==> config.mk <==
export PLATFORM = sky130hd
export DESIGN_NAME = envelope_detector_attack_release_top
export DESIGN_NICKNAME = d
export VERILOG_FILES = /design/src/rtl/evd_pkg.sv /design/src/rtl/evd_front.sv /design/src/rtl/evd_queue.sv /design/src/rtl/evd_back.sv /design/src/rtl/envelope_detector_attack_release_top.sv
export SDC_FILE = /design/constraint.sdc
export NUM_CORES = 2
export LEC_CHECK = 0
export BUFFER_PORTS_ARGS = -buffer_cell sky130_fd_sc_hd__buf_4
export CAP_MARGIN = 0
export CORE_UTILIZATION = 35
export CTS_CLUSTER_DIAMETER = 100
export DETAILED_ROUTE_END_ITERATION = 8
export PLACE_DENSITY = 0.47
export SLEW_MARGIN = 10
export SYNTH_ARGS = -nofsm -noshare
export SYNTH_HDL_FRONTEND = slang
export SYNTH_SLANG_ARGS = --single-unit
export TNS_END_PERCENT = 100
==> constraint.sdc <==
create_clock -name aclk -period 17.87 [get_ports aclk]
set_input_delay 4.4675 -clock aclk [delete_from_list [all_inputs] [get_ports aclk]]
set_output_delay 4.4675 -clock aclk [all_outputs]
set_load 0.03 [all_outputs]
==> src/rtl/evd_pkg.sv <==
// Shared types and constants for the attack/release envelope detector.
package evd_pkg;

    localparam int SAMPLE_W   = 16;                 // input sample width
    localparam int GAIN_W     = 16;                 // Q0.16 gain registers
    localparam int MAG_W      = 17;                 // integer magnitude
    localparam int ENV_FRAC   = 16;
    localparam int ENV_W      = MAG_W + ENV_FRAC;   // Q17.16 envelope
    localparam int OUT_SHIFT  = 8;
    localparam int OUT_W      = ENV_W - OUT_SHIFT;  // Q17.8 result
    localparam int LOOK_W     = 12;
    localparam int SQ_W       = 2 * SAMPLE_W;       // re^2 + im^2
    localparam int ROOT_W     = SQ_W / 2;
    localparam int REM_W      = ROOT_W + 2;
    localparam int STEP_W     = $clog2(ROOT_W);
    localparam int MUL_W      = GAIN_W + 1;
    localparam int PROD_W     = 2 * MUL_W;
    localparam int CFG_IDX_W  = 2;
    localparam int CFG_DATA_W = 16;

    localparam logic [MUL_W-1:0] GAIN_ONE = MUL_W'(1) << GAIN_W;

    localparam logic [CFG_IDX_W-1:0] CFG_COMPLEX   = 2'd0;
    localparam logic [CFG_IDX_W-1:0] CFG_ATTACK    = 2'd1;
    localparam logic [CFG_IDX_W-1:0] CFG_RELEASE   = 2'd2;
    localparam logic [CFG_IDX_W-1:0] CFG_LOOKAHEAD = 2'd3;

    localparam logic              RST_COMPLEX   = 1'b1;
    localparam logic [GAIN_W-1:0] RST_ATTACK    = 16'd59294;
    localparam logic [GAIN_W-1:0] RST_RELEASE   = 16'd59294;
    localparam logic [LOOK_W-1:0] RST_LOOKAHEAD = 12'd10;

    typedef enum logic [2:0] {
        F_IDLE,
        F_SQ_RE,
        F_SQ_IM,
        F_ROOT,
        F_PUSH
    } front_state_t;

    typedef enum logic [2:0] {
        B_IDLE,
        B_MUL_LO,
        B_MUL_HI,
        B_MUL_MAG,
        B_OUT
    } back_state_t;

    // absolute value of a two's complement sample, one bit wider
    function automatic logic [SAMPLE_W:0] abs_sample(input logic [SAMPLE_W-1:0] v);
        logic [SAMPLE_W:0] ext;
        ext = {v[SAMPLE_W-1], v};
        if (v[SAMPLE_W-1]) begin
            return (~ext) + (SAMPLE_W + 1)'(1);
        end
        return ext;
    endfunction

endpackage

==> src/rtl/evd_front.sv <==
// Front end: takes samples, drops the lookahead run, forms the magnitude.
module evd_front
    import evd_pkg::*;
(
    input  logic                aclk,
    input  logic                aresetn,
    input  logic                in_valid,
    output logic                in_ready,
    input  logic [SAMPLE_W-1:0] in_real,
    input  logic [SAMPLE_W-1:0] in_imag,
    input  logic                complex_input,
    input  logic [LOOK_W-1:0]   lookahead_count,
    output logic                mag_valid,
    input  logic                mag_ready,
    output logic [MAG_W-1:0]    mag_data
);

    front_state_t      state_reg, state_next;
    logic [LOOK_W-1:0] skip_reg;
    logic [SAMPLE_W-1:0] re_reg, im_reg;
    logic [SQ_W-1:0]   sq_reg;
    logic [REM_W-1:0]  rem_reg;
    logic [ROOT_W-1:0] root_reg;
    logic [STEP_W-1:0] step_reg;
    logic [MAG_W-1:0]  mag_reg;

    logic              accept;
    logic              skipping;
    logic [SAMPLE_W:0] abs_re, abs_im;
    logic [SQ_W+1:0]   square;
    logic [REM_W+1:0]  rem_sh, trial;
    logic              fits;
    logic [ROOT_W-1:0] root_step;

    assign accept   = in_valid && in_ready;
    assign skipping = skip_reg < lookahead_count;
    assign abs_re   = abs_sample(re_reg);
    assign abs_im   = abs_sample(im_reg);
    // one squarer, shared between the two parts
    assign square   = (state_reg == F_SQ_RE) ? abs_re * abs_re : abs_im * abs_im;

    // one result bit per cycle, restoring square root
    assign rem_sh    = {rem_reg, sq_reg[SQ_W-1 -: 2]};
    assign trial     = {2'b00, root_reg, 2'b01};
    assign fits      = rem_sh >= trial;
    assign root_step = {root_reg[ROOT_W-2:0], fits};

    always_comb begin
        state_next = state_reg;
        case (state_reg)
            F_IDLE: begin
                if (accept && !skipping) state_next = F_SQ_RE;
            end
            F_SQ_RE: begin
                state_next = complex_input ? F_SQ_IM : F_PUSH;
            end
            F_SQ_IM: begin
                state_next = F_ROOT;
            end
            F_ROOT: begin
                if (step_reg == '0) state_next = F_PUSH;
            end
            F_PUSH: begin
                if (mag_ready) state_next = F_IDLE;
            end
            default: state_next = F_IDLE;
        endcase
    end

    always_comb begin
        in_ready  = (state_reg == F_IDLE);
        mag_valid = (state_reg == F_PUSH);
        mag_data  = mag_reg;
    end

    always_ff @(posedge aclk) begin
        if (!aresetn) begin
            state_reg <= F_IDLE;
            skip_reg  <= '0;
        end else begin
            state_reg <= state_next;
            if (accept && skipping) skip_reg <= skip_reg + LOOK_W'(1);
        end
    end

    always_ff @(posedge aclk) begin
        case (state_reg)
            F_IDLE: begin
                if (accept) begin
                    re_reg <= in_real;
                    im_reg <= in_imag;
                end
            end
            F_SQ_RE: begin
                sq_reg  <= square[SQ_W-1:0];
                mag_reg <= MAG_W'(abs_re);
            end
            F_SQ_IM: begin
                sq_reg   <= sq_reg + square[SQ_W-1:0];
                rem_reg  <= '0;
                root_reg <= '0;
                step_reg <= STEP_W'(ROOT_W - 1);
            end
            F_ROOT: begin
                rem_reg  <= fits ? REM_W'(rem_sh - trial) : REM_W'(rem_sh);
                root_reg <= root_step;
                sq_reg   <= {sq_reg[SQ_W-3:0], 2'b00};
                step_reg <= step_reg - STEP_W'(1);
                if (step_reg == '0) mag_reg <= MAG_W'(root_step);
            end
            default: begin
            end
        endcase
    end

endmodule

==> src/rtl/evd_queue.sv <==
// Two-entry queue of magnitudes between front and back end.
module evd_queue
    import evd_pkg::*;
(
    input  logic             aclk,
    input  logic             aresetn,
    input  logic             wr_valid,
    output logic             wr_ready,
    input  logic [MAG_W-1:0] wr_data,
    output logic             rd_valid,
    input  logic             rd_ready,
    output logic [MAG_W-1:0] rd_data
);

    logic [MAG_W-1:0] slot_reg [2];
    logic             wr_ptr_reg, rd_ptr_reg;
    logic [1:0]       count_reg;
    logic             push, pop;

    assign wr_ready = (count_reg != 2'd2);
    assign rd_valid = (count_reg != 2'd0);
    assign rd_data  = slot_reg[rd_ptr_reg];
    assign push     = wr_valid && wr_ready;
    assign pop      = rd_valid && rd_ready;

    always_ff @(posedge aclk) begin
        if (!aresetn) begin
            wr_ptr_reg <= 1'b0;
            rd_ptr_reg <= 1'b0;
            count_reg  <= 2'd0;
        end else begin
            if (push) wr_ptr_reg <= !wr_ptr_reg;
            if (pop)  rd_ptr_reg <= !rd_ptr_reg;
            case ({push, pop})
                2'b10:   count_reg <= count_reg + 2'd1;
                2'b01:   count_reg <= count_reg - 2'd1;
                default: count_reg <= count_reg;
            endcase
        end
    end

    always_ff @(posedge aclk) begin
        if (push) slot_reg[wr_ptr_reg] <= wr_data;
    end

endmodule

==> src/rtl/evd_back.sv <==
// Back end: one-pole attack/release recursion and the result register.
module evd_back
    import evd_pkg::*;
(
    input  logic              aclk,
    input  logic              aresetn,
    input  logic              mag_valid,
    output logic              mag_ready,
    input  logic [MAG_W-1:0]  mag_data,
    input  logic [GAIN_W-1:0] attack_gain,
    input  logic [GAIN_W-1:0] release_gain,
    output logic              out_valid,
    input  logic              out_ready,
    output logic [OUT_W-1:0]  out_data
);

    back_state_t       state_reg, state_next;
    logic [MAG_W-1:0]  mag_reg;
    logic [GAIN_W-1:0] gain_reg;
    logic [MUL_W-1:0]  comp_reg;    // one minus gain
    logic [ENV_W-1:0]  env_reg;
    logic [ENV_W:0]    acc_reg;
    logic [OUT_W-1:0]  out_reg;
    logic              out_valid_reg;

    logic              take;
    logic              load_out;
    logic              rising;
    logic [GAIN_W-1:0] gain_sel;
    logic [MUL_W-1:0]  mul_a, mul_b;
    logic [PROD_W-1:0] prod;

    assign rising   = {mag_data, ENV_FRAC'(0)} > env_reg;
    assign gain_sel = rising ? attack_gain : release_gain;
    assign prod     = mul_a * mul_b;

    always_comb begin
        state_next = state_reg;
        case (state_reg)
            B_IDLE:    if (mag_valid) state_next = B_MUL_LO;
            B_MUL_LO:  state_next = B_MUL_HI;
            B_MUL_HI:  state_next = B_MUL_MAG;
            B_MUL_MAG: state_next = B_OUT;
            B_OUT:     if (!out_valid_reg || out_ready) state_next = B_IDLE;
            default:   state_next = B_IDLE;
        endcase
    end

    // env*g is split into low and high halves so one 17x17 multiplier serves
    always_comb begin
        mag_ready = (state_reg == B_IDLE);
        take      = mag_valid && mag_ready;
        load_out  = (state_reg == B_OUT) && (!out_valid_reg || out_ready);
        mul_a     = {1'b0, gain_reg};
        mul_b     = {1'b0, env_reg[ENV_FRAC-1:0]};
        case (state_reg)
            B_MUL_HI: begin
                mul_b = env_reg[ENV_W-1:ENV_FRAC];
            end
            B_MUL_MAG: begin
                mul_a = comp_reg;
                mul_b = mag_reg;
            end
            default: begin
            end
        endcase
        out_valid = out_valid_reg;
        out_data  = out_reg;
    end

    always_ff @(posedge aclk) begin
        if (!aresetn) begin
            state_reg     <= B_IDLE;
            env_reg       <= '0;
            out_valid_reg <= 1'b0;
        end else begin
            state_reg <= state_next;
            if (load_out) begin
                env_reg       <= acc_reg[ENV_W-1:0];
                out_valid_reg <= 1'b1;
            end else if (out_ready) begin
                out_valid_reg <= 1'b0;
            end
        end
    end

    always_ff @(posedge aclk) begin
        if (take) begin
            mag_reg  <= mag_data;
            gain_reg <= gain_sel;
            comp_reg <= GAIN_ONE - {1'b0, gain_sel};
        end
        case (state_reg)
            B_MUL_LO:  acc_reg <= (ENV_W + 1)'(prod[2*ENV_FRAC-1:ENV_FRAC]);
            B_MUL_HI:  acc_reg <= acc_reg + (ENV_W + 1)'(prod);
            B_MUL_MAG: acc_reg <= acc_reg + (ENV_W + 1)'(prod);
            default: begin
            end
        endcase
        if (load_out) out_reg <= acc_reg[ENV_W-1:OUT_SHIFT];
    end

endmodule

==> src/rtl/envelope_detector_attack_release_top.sv <==
// Attack/release envelope detector: registers, front end, queue, back end.
// Each end takes a new sample only after finishing the last; lookahead samples are dropped.
// Front end: F_SQ_RE, F_PUSH for real samples; F_SQ_RE, F_SQ_IM, 16-step square root, F_PUSH
// for complex ones. Back end per sample: B_MUL_LO, B_MUL_HI, B_MUL_MAG, B_OUT.
// Reset: synchronous, active low; registers to 1, 59294, 59294, 10, envelope and count to zero.
module envelope_detector_attack_release_top
    import evd_pkg::*;
(
    input  logic                  aclk,
    input  logic                  aresetn,
    input  logic                  s_tvalid,
    output logic                  s_tready,
    input  logic [31:0]           s_tdata,     // sample_real[15:0], sample_imag[31:16]
    output logic                  m_tvalid,
    input  logic                  m_tready,
    output logic [31:0]           m_tdata,     // envelope_value[24:0], zero pad
    input  logic                  cfg_valid,
    output logic                  cfg_ready,
    input  logic [CFG_IDX_W-1:0]  cfg_index,
    input  logic [CFG_DATA_W-1:0] cfg_data
);

    logic              complex_reg;
    logic [GAIN_W-1:0] attack_reg, release_reg;
    logic [LOOK_W-1:0] look_reg;

    logic              q_in_valid, q_in_ready, q_out_valid, q_out_ready;
    logic [MAG_W-1:0]  q_in_data, q_out_data;
    logic [OUT_W-1:0]  env_out;

    assign cfg_ready = 1'b1;

    always_ff @(posedge aclk) begin
        if (!aresetn) begin
            complex_reg <= RST_COMPLEX;
            attack_reg  <= RST_ATTACK;
            release_reg <= RST_RELEASE;
            look_reg    <= RST_LOOKAHEAD;
        end else if (cfg_valid && cfg_ready) begin
            case (cfg_index)
                CFG_COMPLEX:   complex_reg <= cfg_data[0];
                CFG_ATTACK:    attack_reg  <= cfg_data[GAIN_W-1:0];
                CFG_RELEASE:   release_reg <= cfg_data[GAIN_W-1:0];
                CFG_LOOKAHEAD: look_reg    <= cfg_data[LOOK_W-1:0];
                default: begin
                end
            endcase
        end
    end

    evd_front u_front (
        .aclk            (aclk),
        .aresetn         (aresetn),
        .in_valid        (s_tvalid),
        .in_ready        (s_tready),
        .in_real         (s_tdata[SAMPLE_W-1:0]),
        .in_imag         (s_tdata[2*SAMPLE_W-1:SAMPLE_W]),
        .complex_input   (complex_reg),
        .lookahead_count (look_reg),
        .mag_valid       (q_in_valid),
        .mag_ready       (q_in_ready),
        .mag_data        (q_in_data)
    );

    evd_queue u_queue (
        .aclk     (aclk),
        .aresetn  (aresetn),
        .wr_valid (q_in_valid),
        .wr_ready (q_in_ready),
        .wr_data  (q_in_data),
        .rd_valid (q_out_valid),
        .rd_ready (q_out_ready),
        .rd_data  (q_out_data)
    );

    evd_back u_back (
        .aclk         (aclk),
        .aresetn      (aresetn),
        .mag_valid    (q_out_valid),
        .mag_ready    (q_out_ready),
        .mag_data     (q_out_data),
        .attack_gain  (attack_reg),
        .release_gain (release_reg),
        .out_valid    (m_tvalid),
        .out_ready    (m_tready),
        .out_data     (env_out)
    );

    assign m_tdata = {(32 - OUT_W)'(0), env_out};

endmodule
=== Word-level counts from Yosys, hierarchy flattened ===
Memory sizes are Yosys's and may differ from the RTL's. A register that Yosys moved wholly into a read port is not among the register bits.
Cells that the tools add are included.

* Output and inout port bits: 35
* Memories kept: 1
* RAM bits: 34
* Logic and storage cells: 126
* Bits in registers: 329

{| class="wikitable"
|+ Memories
! name !! words !! width !! rd ports !! clocked after Yosys merged registers in !! write ports !! RTL line !! text
|-
| u_queue.slot_reg || 2 || 17 || 1 || 1 || 1 || evd_queue.sv:15 || <nowiki>logic [MAG_W-1:0] slot_reg [2];</nowiki>
|}

* Eq/ne operators: 19
* Reduce and logical (&&, ||, !) cells: 31
* Multiplexer cells: 33
* Add/subtract/negate cells: 10
* $mul: 3
* Bitwise operators: 2
* Order comparisons: 3

{| class="wikitable"
|+ Operators with widths
! operator !! count
|-
| two-way mux 17 bit || 6
|-
| one-hot mux 32 bit (3 select lines) || 1
|-
| one-hot mux 17 bit (2 select lines) || 2
|-
| one-hot mux 34 bit (2 select lines) || 1
|-
| multiplier 17 x 17 -> 32 bit || 2
|-
| one-hot mux 18 bit (2 select lines) || 1
|-
| adder 17 x 1 -> 17 bit (second input constant) || 2
|-
| adder 34 bit || 1
|-
| multiplier 17 x 17 -> 34 bit || 1
|-
| inverter 17 bit || 2
|-
| > comparator 33 bit || 1
|-
| adder 32 bit || 1
|-
| two-way mux 32 bit || 1
|-
| one-hot mux 16 bit (2 select lines) || 1
|-
| one-hot mux 3 bit (5 select lines) || 2
|-
| >= comparator 20 x 18 -> 1 bit || 1
|-
| two-way mux 18 bit || 1
|-
| two-way mux 3 bit || 6
|-
| subtractor 18 bit || 1
|-
| subtractor 17 x 16 -> 17 bit (first input constant) || 1
|-
| two-way mux 16 bit || 1
|-
| AND reduction 2 bit || 7
|-
| adder 12 x 1 -> 12 bit (second input constant) || 1
|-
| equality test 3 x 2 -> 1 bit (second input constant) || 4
|-
| other kinds (23) || 53
|}

=== Depth between registers and ports, before layout ===
* Depth after elaboration: 8
* Mapped depth: 45
* Mapped depth without buffers: 41

=== Hierarchy ===
A second synthesis with hierarchy kept.

* Cell total of the unflattened synthesis: 4,827
* Area total of the unflattened synthesis: 45,142.0 µm²

{| class="wikitable"
|+ Modules (own cells, without submodules)
! module !! times used !! area an instance (µm²) !! sequential area each (µm²) !! cells an instance
|-
| evd_front || 1 || 24,445.9 || 3,873.7 || 2,689
|-
| evd_back || 1 || 17,335.4 || 3,953.8 || 1,874
|-
| envelope_detector_attack_release_top || 1 || 1,903.1 || 900.9 || 187
|-
| evd_queue || 1 || 1,457.6 || 1,121.1 || 77
|}

=== Worst setup path after synthesis ===
No wires, ideal clock.

* Path type: register to register
* Start point: reg u_front.im_reg[0]
* End point: reg u_front.sq_reg[31] (data pin)
* Cell stages (with the launch flop): 42
* Path slack: 8.336 ns
* Buffers on the path: 3
* Required time: 17.597 ns
* Period minus slack after synthesis: 9.534 ns
* Data arrival time: 9.261 ns
* Path through: edfxtp_1 buf_2 inv_1 clkbuf_1 ha_1 nand2_1 or3_1 or3_1 or4_4 o21ai_2 xor2_4 nor2_1 fa_1 inv_1 fa_1 fa_1 inv_1 fa_1 [... 6 more ...] nand3_1 nor3_1 a211oi_2 o31ai_1 a21bo_1 o21a_1 nor2_1 xnor2_1 mux2_2 ha_1 a21o_1 a21o_1 a21o_1 nand2_1 nand2_1 a211oi_2 xnor2_1 o311ai_1

* Cells in the longest elaborated chain, start to end: 8

{| class="wikitable"
|+ Ends and longest elaborated chain
! item !! RTL line !! text
|-
| start: declaration || evd_front.sv:20 || <nowiki>logic [SAMPLE_W-1:0] re_reg, im_reg;</nowiki>
|-
| start signal: assignment || evd_front.sv:91 || <nowiki>im_reg <= in_imag;</nowiki>
|-
| inverter 17 bit || evd_pkg.sv:54 || <nowiki>return (~ext) + (SAMPLE_W + 1)'(1);</nowiki>
|-
| adder 17 x 1 -> 17 bit || evd_pkg.sv:54 ||
|-
| two-way mux 17 bit || evd_pkg.sv:53 || <nowiki>if (v[SAMPLE_W-1]) begin</nowiki>
|-
| two-way mux 17 bit * || evd_pkg.sv:56 || <nowiki>return ext;</nowiki>
|-
| multiplier 17 x 17 -> 32 bit * || evd_front.sv:40 || <nowiki>assign square = (state_reg == F_SQ_RE) ? abs_re * abs_re : abs_im * abs_im;</nowiki>
|-
| two-way mux 32 bit * || evd_front.sv:40 ||
|-
| adder 32 bit || evd_front.sv:99 || <nowiki>sq_reg <= sq_reg + square[SQ_W-1:0];</nowiki>
|-
| one-hot mux 32 bit (3 select lines) * || evd_front.sv:87 || <nowiki>case (state_reg)</nowiki>
|-
| end signal: assignment || evd_front.sv:95 || <nowiki>sq_reg <= square[SQ_W-1:0];</nowiki>
|-
| end signal: assignment || evd_front.sv:99 ||
|-
| end signal: assignment || evd_front.sv:107 || <nowiki>sq_reg <= {sq_reg[SQ_W-3:0], 2'b00};</nowiki>
|-
| end: declaration || evd_front.sv:21 || <nowiki>logic [SQ_W-1:0] sq_reg;</nowiki>
|}

Mark *: on every way between the ends. The rest lies on a longest branch, timed or not. The select of a mux whose other input is x is not followed.
A chain may end at the register's enable or synchronous reset.

=== Worst setup path in the final report ===
Same ends and word-level chain as after synthesis.

==> results.toml <==
[timing]
maxSlewHeadroom_pct = 22.6
max_freq_mhz = 91.5
tightestPinTransition_ns = 1.15
final.setup_skew_ns = 0.0799
number_of_hold_violations_in_the_final_report = 0
period_minus_slack_ns = 10.93
final.period_utilization_pct = 61.2
timing.final.max_slew_violations = 0
holdWs_ns = 0.441
setup_viol = 0
rsz0062_at_grt = "false"
timing.setup.tns_ns = 0

[grt]
grt_start_max_net_pins = 82
first_pass_grt_wire_length_um = 185000
global_route.overflow_total = 0
number_of_global_route_vias_before_repair = 33400
track_usage_pct = 18.5
grt_antenna_before_repair = 2

[clock_tree]
clkLatencyLatePin_ns = 0.69
post_cts_hold_buffer_count = 0
clk_path_buf_depth = 3
worst_setup_hold_path_clk_slew_ns = 0.06
cts_setup_buffers = 0
cts_tree = "yes"
clockRootBuffer = "clkbuf_16"
clock_tree_sinks = 362
clock_tree.htree_level_count = 2
ctsResizeCount = 0
cts_made_buffers = 50

[placed_design]
finalWeightedCongestion = 0.828
io_buffer_count = 81
place.detailed.instances = 6494
dpl.hpwl_um = 93800

[min_path]
hold_start = "u_front.mag_data[5]$_DFFE_PP_"
worst_hold_path.endpoint = "u_queue.slot_reg[1][5]$_DFFE_PP_"
min-delay-path-class = "flop to flop"
hold-path-cell-count = 0

[critical_path]
ff2ff_path_depth = 39
crit_required_ns = 18.20
timing.critical_path.arrival_ns = 11.27
max_stage_delay_ns = 0.59
cp-end-kind = "flop"
rrSetupSlack_ns = 6.94
worstPathMaxFanout = 12
worst_r2r_endpoint = "u_front.sq_reg[31]$_DFFE_PP_"
crit_path_start_kind = "flop"
worst_path_most_repeated_cell = "inv_1"
critPathKind = "flop to flop"
r2r_start = "u_front.im_reg[0]$_DFFE_PP_"
cpMaxStageDelayCell = "xnor2_1"

[route]
detailedRoute.firstIterationViolations = 1607
detail_route.wirelength_um = 117000
drt.antenna.violating_nets = 0
drt_drc_violations_left = 0
detail_route.wl_per_cell_um = 17.7
routed_via_density = 4.86
iteration_count_of_the_initial_detailed_routing_pass = 5
vias = 32000

[layout]
layout.nets = 5975
area.growth.synth_to_final_pct = 10.2
largest_register_ff_count = 34
seqCellArea_sq_um = 9850
num-fill-cells = 12900
multiInputGateArea_sq_um = 31000
post_layout_nonfiller_instances = 6588
antennaDiodeCount = 0
drive_above_1_share_pct = 6.56

[synthesis]
post-synth-top-area-fraction_pct = 26.6
post_synth_num_cell_types = 89
gate_count_post_synth = 4782
synth-seq-cells = 362
postSynth.asyncResetShare_pct = 0
synth_top_cell_by_area = "fa_1"
postSynthAreaPerCell_sq_um = 9.29
ys.flop_type = "edfxtp_1"
yosys_warnings = 0
yosys-top-cells-area = "fa_1 27%, edfxtp_1 18%, ha_1 12%"
synthTopCellsByCount = "888 x inv_1, 634 x nand2_1, 590 x fa_1"
sequential_area_share_after_synthesis_pct = 22.2
synth_area_sq_um = 44400
synth.most_common_cell = "inv_1"
synth-edff-count = 260

[die]
die_width_um = 358
die_h_um = 358
placementRows = 130
die_area_sq_um = 128000
design.portCount = 90
core-area_sq_um = 126000
initial_core_util_pct = 35.4

[outcome]
status = "completed"

[flow_run]
cap_viol_max_count = 0
==> worst max-delay path: cells and delay by family (launching register included) <==
family,cells,cell delay [ns]
xor+xnor,3,0.86
flops,1,0.50
fa+ha+maj,9,3.50
simple gates,7,1.77
buf+inv,7,1.17
compound gates,13,2.82
==> metrics by stage <==
step                      utilization (%)  worst slack [ns]  area (sq um)
after floorplan                         -              8.34         44700
after global placement               37.6              7.19         47300
after detailed placement             37.6              7.02         47300
after CTS                            39.0              6.96         49000
after global routing                 39.0              6.21         49000
final                                39.0              6.94         49000
==> logic make-up after synthesis <==
logic type	Yosys count	synth area share, %
flops	362	22.2
other cells	2	0.0169
compound gates	668	9.64
xor+xnor	238	4.85
mux	115	2.72
fa+ha+maj	1024	38.8
simple gates	1327	12.9
buf+inv	1046	8.92
==> worst max path at each step <==
stage | start | to | slack, ns | cells past startpoint
2_1_floorplan | u_front.im_reg[0]$_DFFE_PP_ | u_front.sq_reg[31]$_DFFE_PP_ | 8.34 | 41
3_3_place_gp | u_front.im_reg[0]$_DFFE_PP_ | u_front.sq_reg[31]$_DFFE_PP_ | 7.19 | 39
3_5_place_dp | u_front.im_reg[0]$_DFFE_PP_ | u_front.sq_reg[31]$_DFFE_PP_ | 7.02 | 39
4_1_cts | u_front.im_reg[0]$_DFFE_PP_ | u_front.sq_reg[31]$_DFFE_PP_ | 6.96 | 39
5_1_grt | u_front.im_reg[0]$_DFFE_PP_ | u_front.sq_reg[29]$_DFFE_PP_ | 6.21 | 40
6_report | u_front.im_reg[0]$_DFFE_PP_ | u_front.sq_reg[31]$_DFFE_PP_ | 6.94 | 39
==> routing by layer <==
metal | track usage (%) | share of wire, % | vias to the layer above
met1 | 23.7 | 44 | 15900
met2 | 32.8 | 50 | 438
met5 | 0 | 0.023 | -
li1 | - | - | 15500
met4 | 4.72 | 2.3 | 4
met3 | 2.46 | 3.5 | 140
==> final cells by class <==
| type | instances | area share (%) |
|---|---|---|
| Clock buffer | 57 | 2.67 |
| Clock inverter | 37 | 0.815 |
| Inverter | 901 | 6.91 |
| Multi-Input combinational cell | 3449 | 63.3 |
| Sequential cell | 362 | 20.1 |
| Tap cell | 1650 | 4.22 |
| Timing Repair Buffer | 132 | 2.02 |
==> cells in the final DEF, fill, tap and decap left out, types with 12 or more instances in the layout <==
master,count
nor2_1,355
nand2_1,633
ha_1,434
nand2b_1,31
fa_1,590
nand4_1,13
or3_1,20
buf_4,132
a21o_1,85
clkinv_1,13
mux2i_1,69
nor2b_1,22
dfxtp_1,101
o21ai_0,108
o21a_1,39
o31ai_1,17
o211ai_1,23
xor2_1,87
inv_1,886
a31oi_1,12
o21ai_1,16
conb_1,77
edfxtp_1,260
a211oi_1,23
and3_1,27
mux2_2,46
nand3_1,72
nor3_1,44
and2_1,45
clkbuf_16,50
a21oi_1,239
xnor2_1,146
Power is left out: the tool's default activity adds up to more than one toggle a clock period on the data nets, which glitch-free logic cannot reach.
